--- src/rtl/core/scc_stack_mem.sv ---
// Single-port-write, single-port-read stack memory
`timescale 1ns / 1ps
module scc_stack_mem #(
  parameter int DEPTH = 64,
  parameter int W     = 6
) (
  input  logic                     clk_i,
  input  logic                     we_i,
  input  logic [$clog2(DEPTH)-1:0] waddr_i,
  input  logic [W-1:0]             wdata_i,
  input  logic                     re_i,
  input  logic [$clog2(DEPTH)-1:0] raddr_i,
  output logic [W-1:0]             rdata_o
);
  logic [W-1:0] mem [DEPTH];

  always_ff @(posedge clk_i) begin
    if (we_i) begin
      mem[waddr_i] <= wdata_i;
    end
    if (re_i) begin
      rdata_o <= mem[raddr_i];
    end
  end

endmodule

--- config.mk ---
export PLATFORM = sky130hd
export DESIGN_NAME = scc_stack_mem
export DESIGN_NICKNAME = d
export VERILOG_FILES = /design/src/rtl/core/scc_stack_mem.sv
export SDC_FILE = /design/constraint.sdc
export NUM_CORES = 1
export LEC_CHECK = 0
export CAP_MARGIN = 15
export CORE_MARGIN = 3
export CORE_UTILIZATION = 57
export CTS_CLUSTER_DIAMETER = 60
export DETAILED_ROUTE_END_ITERATION = 10
export DONT_BUFFER_PORTS = 1
export PLACE_DENSITY = 0.78
export SLEW_MARGIN = 20
export SYNTH_ARGS = -nofsm -noshare
export SYNTH_HDL_FRONTEND = slang
export SYNTH_SLANG_ARGS = --single-unit
export TNS_END_PERCENT = 1
--- constraint.sdc ---
create_clock -name clk_i -period 1.8 [get_ports clk_i]
set_clock_uncertainty 0.15 [all_clocks]
set_input_delay 0.09 -clock clk_i [delete_from_list [all_inputs] [get_ports clk_i]]
set_output_delay 0.09 -clock clk_i [all_outputs]
set_load 0.02 [all_outputs]
==> metrics.md <==
| Metric | Value |
|---|---|
| Post-synth EDFFs | `390` |
| Hold Slack | `-0.363 ns` |
| # Max-Cap Violations | `0` |
| Synthesized area | `15300 µm²` |
| Core Area | `26200 µm²` |
| Crit path arrival time | `2.12 ns` |
| Final Hold Fails | `6` |
| ANT cells | `0` |
| Worst-path clk slew | `0.06 ns` |
| LEAKAGE | `5.74 nW` |
| Largest net degree at the start of global routing | `100` |
| Setup CP Type | `flop to flop` |
| CP Capture Type | `flop` |
| Final setup fails | `12` |
| CTS tree | `yes` |
| Max IR drop VDD | `1250 µV` |
| CP required | `1.91 ns` |
| Hold path startpoint | `raddr_i[5]` |
| Total Die Area | `28800 µm²` |
| GRT Overall Usage | `23.6%` |
| RSZ-0062 raised after global routing | `true` |
| Final Max Tran Viols | `0` |
| Global-route wire length before repair | `50.1 mm` |
| Die width | `170 µm` |
| Clk sink count | `390` |
| Synth top area share | `76.6%` |
| Net Count, Synth | `741` |
| CTS max path bufs | `3` |
| Initial antenna violation count | `1` |
| CTS root buf | `clkbuf_16` |
| Final setup margin | `-0.210 ns` |
| Final Cell Area | `17800 µm²` |
| Top_reg_cell synth | `edfxtp_1` |
| Failing checks | `hold timing, setup timing` |
| Yosys top cell by area | `edfxtp_1` |
| Area contributors post-synth | `edfxtp_1 (77%), mux4_2 (13%), nor2_1 (1.6%)` |
| Number of routed nets with antenna violations | `0` |
| Non-filler cells in the finished layout | `1195` |
| Die height | `170 µm` |
| Outcome | `finished, violations left` |
| Placed Instances | `1103` |
| Initial Util | `58.3%` |
| Post-synth cell types | `36` |
| 1st-pass router iterations | `6` |
| Final #Nets | `852` |
| Register area share after synthesis | `76.6%` |
| Syn Inst Count | `720` |
| Layout Utilization | `67.8%` |
| Setup slack at placement | `-0.252 ns` |
| Placer Congestion | `0.816` |
| Vias/cell | `6.39` |
| Vias | `7633` |
| DRT Wirelength | `33.1 mm` |
| Yosys reg bits | `390` |
| DRC errors left | `0` |
| WL/cell | `27.7 µm` |
| CP startpoint kind | `flop` |
| IO buf count | `0` |
| Yosys synthesis warning count | `0` |
| Fin Setup TNS | `-0.831 ns` |
| Filler cells | `1571` |
| Min-Delay Endpoint | `rdata_o[1]$_DFFE_PP_` |
| Pwr Density | `1060 nW/µm²` |
| Min Clock Period, post-route | `2.01 ns` |
| # IOs | `27` |
| Async SR Flop Fraction | `0%` |
| Slew @ Worst Pin | `0.634 ns` |
| FP Rows | `59` |
| Worst hold path depth | `1` |
| Vias in the first global route | `8206` |
| Reg2Reg Setup Slack | `-0.21 ns` |
| Inserted Clock Buffers | `39` |
| Share of cells above drive strength 1 | `31.7%` |
| DP HPWL | `18.9 mm` |
| Area Overhead vs Synth | `16.3%` |
| Total power | `18.8 mW` |
| Worst-Skew Late Latency | `0.54 ns` |
| Mapped Avg Cell Area | `21.2 µm²` |
| 1st-iter DRT viols | `772` |
| RR Endpoint | `rdata_o[3]$_DFFE_PP_` |
| Reg2Reg Depth | `5` |
| Normalized max-slew margin | `57.5%` |
| Overflow after GRT | `0` |
| Period Utilization, post-route | `112%` |
| Maximum clock frequency | `497 MHz` |
| H-tree depth | `2` |
| CTS Hold Bufs | `22` |
| Area post-placement | `16100 µm²` |
| CP Max Fanout | `1` |
| R2R Path Start | `mem[53][3]$_DFFE_PP_` |
| Hold crit path type | `input port to flop` |
-- how the worst max path moves through the flow --
| stage | slack (ns) | from | end |
|---|---|---|---|
| CTS | -0.20 | mem[53][3]$_DFFE_PP_ | rdata_o[3]$_DFFE_PP_ |
| floorplan | -0.06 | raddr_i[0] | rdata_o[2]$_DFFE_PP_ |
| global route | -0.23 | mem[53][3]$_DFFE_PP_ | rdata_o[3]$_DFFE_PP_ |
| finish | -0.21 | mem[53][3]$_DFFE_PP_ | rdata_o[3]$_DFFE_PP_ |
| detailed placement | -0.25 | mem[54][4]$_DFFE_PP_ | rdata_o[4]$_DFFE_PP_ |
| global placement | -0.19 | mem[49][3]$_DFFE_PP_ | rdata_o[3]$_DFFE_PP_ |
-- worst max-delay path: stages (launching register included) --
cell      delay (ns)
edfxtp_1        0.38
mux4_2          0.47
mux2_4          0.29
o21ai_4         0.17
a21oi_2         0.05
o22a_1          0.22
-- logic make-up (layout without fill, tap and decap cells) --
logic type / count (synthesis) / after routing / share of synthesized area (%)
buffers and inverters: 39 / 179 / 1.65
AO/OA/AOI/OAI: 54 / 54 / 2.59
multiplexers: 117 / 117 / 15.5
AND/OR/NAND/NOR: 120 / 120 / 3.66
flip-flops: 390 / 390 / 76.6
-- synthesized netlist by cell type, drive strengths merged (4+ instances only) --
| cell type | n |
|---|---|
| o21ai | 6 |
| a21oi | 6 |
| nand2 | 8 |
| nand3 | 11 |
| a211oi | 6 |
| nor2b | 8 |
| mux4 | 93 |
| o22ai | 12 |
| buf | 23 |
| clkbuf | 16 |
| nand2b | 5 |
| nor2 | 67 |
| edfxtp | 390 |
| mux2 | 9 |
| o221ai | 9 |
| o22a | 6 |
| nor3 | 5 |
| mux2i | 15 |
| nand3b | 4 |
-- layout by cell type, fill, tap and decap left out, drive strengths merged, types with 4 or more instances in the layout --
cell type	synthesis	routed
edfxtp	390	390
mux4	93	93
buf	23	93
nor2	67	67
clkbuf	16	46
clkinv	0	16
mux2i	15	15
dlygate4sd3	0	13
o22ai	12	12
nand3	11	11
o221ai	9	9
mux2	9	9
nand2	8	8
nor2b	8	8
o22a	6	6
a21oi	6	6
a211oi	6	6
o21ai	6	6
nand2b	5	5
nor3	5	5
nand3b	4	4
inv	0	4
bufinv	0	4
-- registers in the layout, summed over array words and instances (netlist names) --
register	count
mem	384
rdata_o	6
-- final cells by class --
type | count | area (µm²) | share of cell area [%]
clock buffers | 46 | 1000 | 5.64
flip-flops and latches | 390 | 11700 | 65.9
multi-input cells | 291 | 3410 | 19.2
repair buffers | 109 | 986 | 5.55
clock inverters | 24 | 245 | 1.38
well taps | 335 | 419 | 2.36
-- power breakdown --
group	internal, mW	switching [mW]	leakage [nW]	total (mW)
logic	0.396	0.410	1.61	0.806
registers	10.1	0.0470	3.51	10.1
clock network	4.60	3.31	0.620	7.91
-- metal layers --
layer / routed length (µm) / global-route usage, % / up-vias
met5: 13 / 0 / -
met4: 620 / 5.87 / 2
met3: 3940 / 7.76 / 51
met2: 16500 / 38.1 / 437
met1: 12000 / 31.9 / 3909
li1: - / - / 3234
-- what timing repair did --
action	in CTS	in global routing
setup endpoints to repair	6	30
pin swaps	4	2
hold endpoints to repair	566	6
buffers inserted	0	0
resized for setup	19	9
Power figures use the tool's default switching activity.
