==> src/rtl/core/scc_pkg.sv <==
// Shared types and constants for the strong connectivity check core
`timescale 1ns / 1ps
package scc_pkg;

  localparam int SCC_MAX_VERTICES = 64;
  localparam int SCC_VC_W         = 7;
  localparam int SCC_CNT_MAX      = 127;

  typedef enum logic [2:0] {
    ST_IDLE,
    ST_LOADW,
    ST_P1_SCAN,
    ST_EVAL,
    ST_POP,
    ST_P2_SCAN,
    ST_P2_CHK,
    ST_DONE
  } scc_state_e;

  typedef struct packed {
    logic rd;
    logic set;
    logic clr;
  } adj_req_t;

endpackage

==> src/rtl/core/scc_adj_mem.sv <==
// Adjacency bit matrix memory with per-row valid bits and row bit-set
`timescale 1ns / 1ps
module scc_adj_mem #(
  parameter int N = 64
) (
  input  logic                 clk_i,
  input  logic                 rst_ni,
  input  scc_pkg::adj_req_t    req_i,
  input  logic [$clog2(N)-1:0] addr_i,
  input  logic [$clog2(N)-1:0] col_i,
  output logic [N-1:0]         row_o
);
  import scc_pkg::*;

  localparam int VW = $clog2(N);

  logic [N-1:0]  mem [N];
  logic [N-1:0]  rdata_q;
  logic          rvld_q;
  logic [N-1:0]  vld_q;
  logic          pend_q;
  logic [VW-1:0] prow_q;
  logic [VW-1:0] pcol_q;

  assign row_o = rvld_q ? rdata_q : '0;

  always_ff @(posedge clk_i) begin
    if (pend_q) begin
      mem[prow_q] <= row_o | (N'(1) << pcol_q);
    end
    if (req_i.rd) begin
      rdata_q <= mem[addr_i];
    end
    if (req_i.set) begin
      prow_q <= addr_i;
      pcol_q <= col_i;
    end
  end

  always_ff @(posedge clk_i or negedge rst_ni) begin
    if (!rst_ni) begin
      vld_q  <= '0;
      rvld_q <= 1'b0;
      pend_q <= 1'b0;
    end else begin
      pend_q <= req_i.set;
      if (req_i.rd) begin
        rvld_q <= vld_q[addr_i];
      end
      if (req_i.clr) begin
        vld_q <= '0;
      end else if (pend_q) begin
        vld_q[prow_q] <= 1'b1;
      end
    end
  end

endmodule

==> config.mk <==
export PLATFORM = sky130hd
export DESIGN_NAME = scc_adj_mem
export DESIGN_NICKNAME = d
export VERILOG_FILES = /design/src/rtl/core/scc_pkg.sv /design/src/rtl/core/scc_adj_mem.sv
export SDC_FILE = /design/constraint.sdc
export NUM_CORES = 2
export LEC_CHECK = 0
export BUFFER_PORTS_ARGS = -buffer_cell sky130_fd_sc_hd__buf_2
export CAP_MARGIN = 10
export CORE_UTILIZATION = 30
export CTS_CLUSTER_DIAMETER = 100
export DETAILED_ROUTE_END_ITERATION = 16
export PLACE_DENSITY = 0.47
export SYNTH_ARGS = -nofsm -noshare
export SYNTH_HDL_FRONTEND = slang
export SYNTH_SLANG_ARGS = --single-unit
==> constraint.sdc <==
create_clock -name clk_i -period 10.1 [get_ports clk_i]
set_input_delay 0 -clock clk_i [delete_from_list [all_inputs] [get_ports clk_i]]
set_output_delay 0 -clock clk_i [all_outputs]
set_load 0.01 [all_outputs]
==> results by group <==
Status
  • Status: finished, final reports clean

Power
  • Lkg Pwr: 57.7 nW
  • PD cells: 203 nW/um^2
  • Pwr Total: 37.8 mW
  • Worst vdd ir: 0.000161 V

Cells and area
  • Utilization after layout: 35.0%
  • Synthesis-to-layout area growth: 16.0%
  • Proportion of layout cells with a drive suffix above 1: 32.3%
  • Filler cell count: 48800
  • Design area: 187000 um^2
  • # nets final: 6992
  • Area of the multi-input gates: 33700 um^2
  • Reg area: 127000 um^2

Yosys
  • Compound-gate portion of the synthesized area: 0.966%
  • Yosys reg bits: 4238
  • Avg Cell Area, Syn: 24.8 um^2
  • Cell taking the most area after synthesis: edfxtp_1
  • Largest family of logic cells by synthesized area: multiplexers
  • Top cells by area, synth: edfxtp_1, mux4_2, dfrtp_1
  • Netlist cell types: 31
  • Top-area cell type share of the netlist area: 77.8%
  • Adder-Cell Fraction of Synth Area: 0%
  • Post-synth EDFFs: 4172
  • Syn_nets: 6513
  • Post-synthesis cell area: 161000 um^2
  • Synth Warn #: 0
  • Most common flop cell mapped by yosys: edfxtp_1
  • Simple-gate share of the synthesized area: 1.08%
  • Share of synthesized area spent on multiplexers: 18.2%
  • Cells after synthesis: 6496
  • Post-synthesis xor/xnor area fraction: 0%
  • Seq/Total Area, Yosys: 78.9%
  • Ys async rst share: 1.56%

Worst setup path
  • Worst EP required: 10.86 ns
  • Critical path fanouts, max: 142
  • Reg2reg start: prow_q[0]
  • Worst Reg-to-Reg Cells: 5
  • Worst reg2reg path endpoint: mem[36][13]
  • Critical Path Start Type: primary input
  • Setup crit end kind: flop
  • WS Path Type: in -> reg
  • Crit. Startpoint: addr_i[2]
  • Critical path data arrival time: 4.94 ns
  • FF-to-FF setup slack: 6.03 ns

Floorplanning
  • Die Y: 735 um
  • Initial Utilization: 30.2%
  • Die area: 540000 um^2
  • Core Rows: 268
  • Die width: 735 um
  • IO Count: 81
  • Core area: 533000 um^2

Timing
  • Max-Slew Margin vs Limit: 6.01%
  • Fin Setup TNS: 0 ns
  • Clock Skew: 0.0922 ns
  • Final Setup Violations: 0
  • Max Slew Vio Count: 0
  • Fin crit share: 41.4%
  • Hold Vio Cnt, Final: 0
  • RSZ-0062 raised after global routing: no
  • Period minus WS final: 4.18 ns
  • Fmax: 239 MHz
  • Measured slew at the worst slew-check pin: 1.41 ns
  • Worst hold slack: 0.0913 ns

Placed design
  • Placed Instance Area: 172000 um^2
  • Routability cong.: 0.748
  • I/O Buffers: 80
  • Post-DP HPWL: 258 mm

GRT
  • GR Overflow Total: 0
  • Vias in the first global route: 77600
  • First-pass GRT wire length: 671 mm
  • Largest net degree at the start of global routing: 143
  • GR Util All Layers: 18.0%
  • Initial antenna violation count: 30

Hold path
  • Hold EP: prow_q[3]
  • Worst min path class: in -> reg
  • Critical hold path startpoint: addr_i[3]
  • Worst hold stages: 2

Routing
  • Vias: 74900
  • DR WL/cell: 34.2 um
  • Antenna-violating nets left: 0
  • Final WL: 496 mm
  • Iter 0 DRT Violations: 8630
  • Drt pass-1 iters: 7
  • Vias/cell: 5.17
  • Remaining DRCs: 0

Clock network
  • Clock Pin Slew Worst Setup and Hold Paths: 0.06 ns
  • H-tree levels: 5
  • Post-cts hold buffer count: 28
  • Clk sinks: 4238
  • Post-CTS Setup Inserts: 0
  • CTS tree: yes
  • Post-CTS Resized: 0
  • Clk root buf: clkbuf_16
  • CTS Buffer Depth: 4
  • Worst skew pair latency: 1.04 ns
  • Cts bufs inserted: 441

Job
  • Max_cap viols: 0
==> worst max-delay path by stage <==
stage / to / cells after the start
global placement: rdata_q[38] / 7
floorplan: mem[48][0] / 4
finish: rdata_q[55] / 10
global route: rdata_q[55] / 10
CTS: mem[36][13] / 5
detailed placement: rdata_q[50] / 7
==> flip-flops by register name (all words and copies together) (netlist names) <==
signal   cells
mem       4096
vld_q       64
rdata_q     64
prow_q       6
pend_q       1
pcol_q       6
rvld_q       1
==> Yosys cell counts (4+ instances only) <==
cell type / instances
nor2_1: 189
edfxtp_1: 4172
and2_1: 66
mux4_2: 1289
buf_1: 31
nand3_1: 16
a21oi_1: 4
o21bai_1: 64
nor3_1: 4
buf_4: 14
clkbuf_1: 203
a22oi_1: 132
nor2b_1: 11
buf_2: 99
or3_1: 5
dfrtp_1: 66
mux2i_1: 20
nand2b_1: 7
nand2_1: 82
==> per-stage QoR <==
stage / worst slack, ns / instances
after floorplan: 2.40 / 6496
after global placement: 5.86 / 13600
after detailed placement: 5.84 / 13600
after CTS: 6.01 / 14500
after global routing: 5.90 / 14500
final: 5.92 / 14500
==> cell families (layout without fill, tap and decap cells) <==
family | count (synthesis) | count (layout)
AO/OA/AOI/OAI | 208 | 208
buffers and inverters | 352 | 1193
flip-flops | 4238 | 4238
multiplexers | 1309 | 1309
other | 0 | 4
AND/OR/NAND/NOR | 389 | 389
==> layout by cell type (no fill, tap or decap), types with 4 or more instances in the layout <==
| cell | n |
|---|---|
| edfxtp_1 | 4172 |
| mux4_2 | 1289 |
| clkbuf_16 | 442 |
| buf_4 | 244 |
| clkinv_1 | 133 |
| a22oi_1 | 132 |
| nor2_1 | 129 |
| clkbuf_1 | 89 |
| nand2_1 | 81 |
| clkinv_2 | 77 |
| buf_2 | 75 |
| and2_1 | 65 |
| dfrtp_1 | 65 |
| nor2_4 | 60 |
| o21bai_4 | 59 |
| buf_12 | 30 |
| dlygate4sd3_1 | 28 |
| bufinv_16 | 25 |
| mux2i_1 | 20 |
| nand3_1 | 16 |
| clkinv_16 | 15 |
| nor2b_1 | 9 |
| clkinvlp_4 | 7 |
| clkinv_8 | 6 |
| or3_1 | 5 |
| o21bai_2 | 5 |
| nand2b_1 | 5 |
| clkbuf_8 | 5 |
| buf_16 | 5 |
| diode_2 | 4 |
| nor3_2 | 4 |
| a21oi_1 | 4 |
| inv_6 | 4 |
==> per-layer routing <==
| layer | track usage (%) | vias to the layer above | wire [um] |
|---|---|---|---|
| li1 | - | 29200 | - |
| met1 | 24.3 | 42500 | 205000 |
| met2 | 30.5 | 2632 | 246000 |
| met3 | 2.89 | 600 | 30600 |
| met4 | 4.84 | 6 | 14200 |
| met5 | 0 | - | 34 |
==> final cells by class <==
type	instances	share of cell area, %
clock buffers	536	6.14
repair buffers	386	1.76
diodes	4	0.00536
multi-input cells	1906	18.1
flip-flops and latches	4238	68.0
clock inverters	269	1.23
inverters	2	0.00402
well taps	7155	4.80
==> power by group <==
| part | internal, mW | total [mW] | leakage, nW | switching (mW) |
|---|---|---|---|---|
| clock network | 8.71 | 15.6 | 6.70 | 6.94 |
| logic | 0.764 | 2.28 | 11.9 | 1.52 |
| registers | 19.8 | 19.9 | 39.1 | 0.0630 |
| total | 29.3 | 37.8 | 57.7 | 8.52 |
==> critical path, stage by stage <==
cell and delay (ns):
dlygate4sd3_1 0.67, buf_8 0.55, buf_12 0.53, mux4_2 0.44, mux4_2 0.45, dlygate4sd3_1 0.57, a22oi_1 0.15, dlygate4sd3_1 0.58
nand2_1 0.05, dlygate4sd3_1 0.55
(Power assumes the default switching activity.)
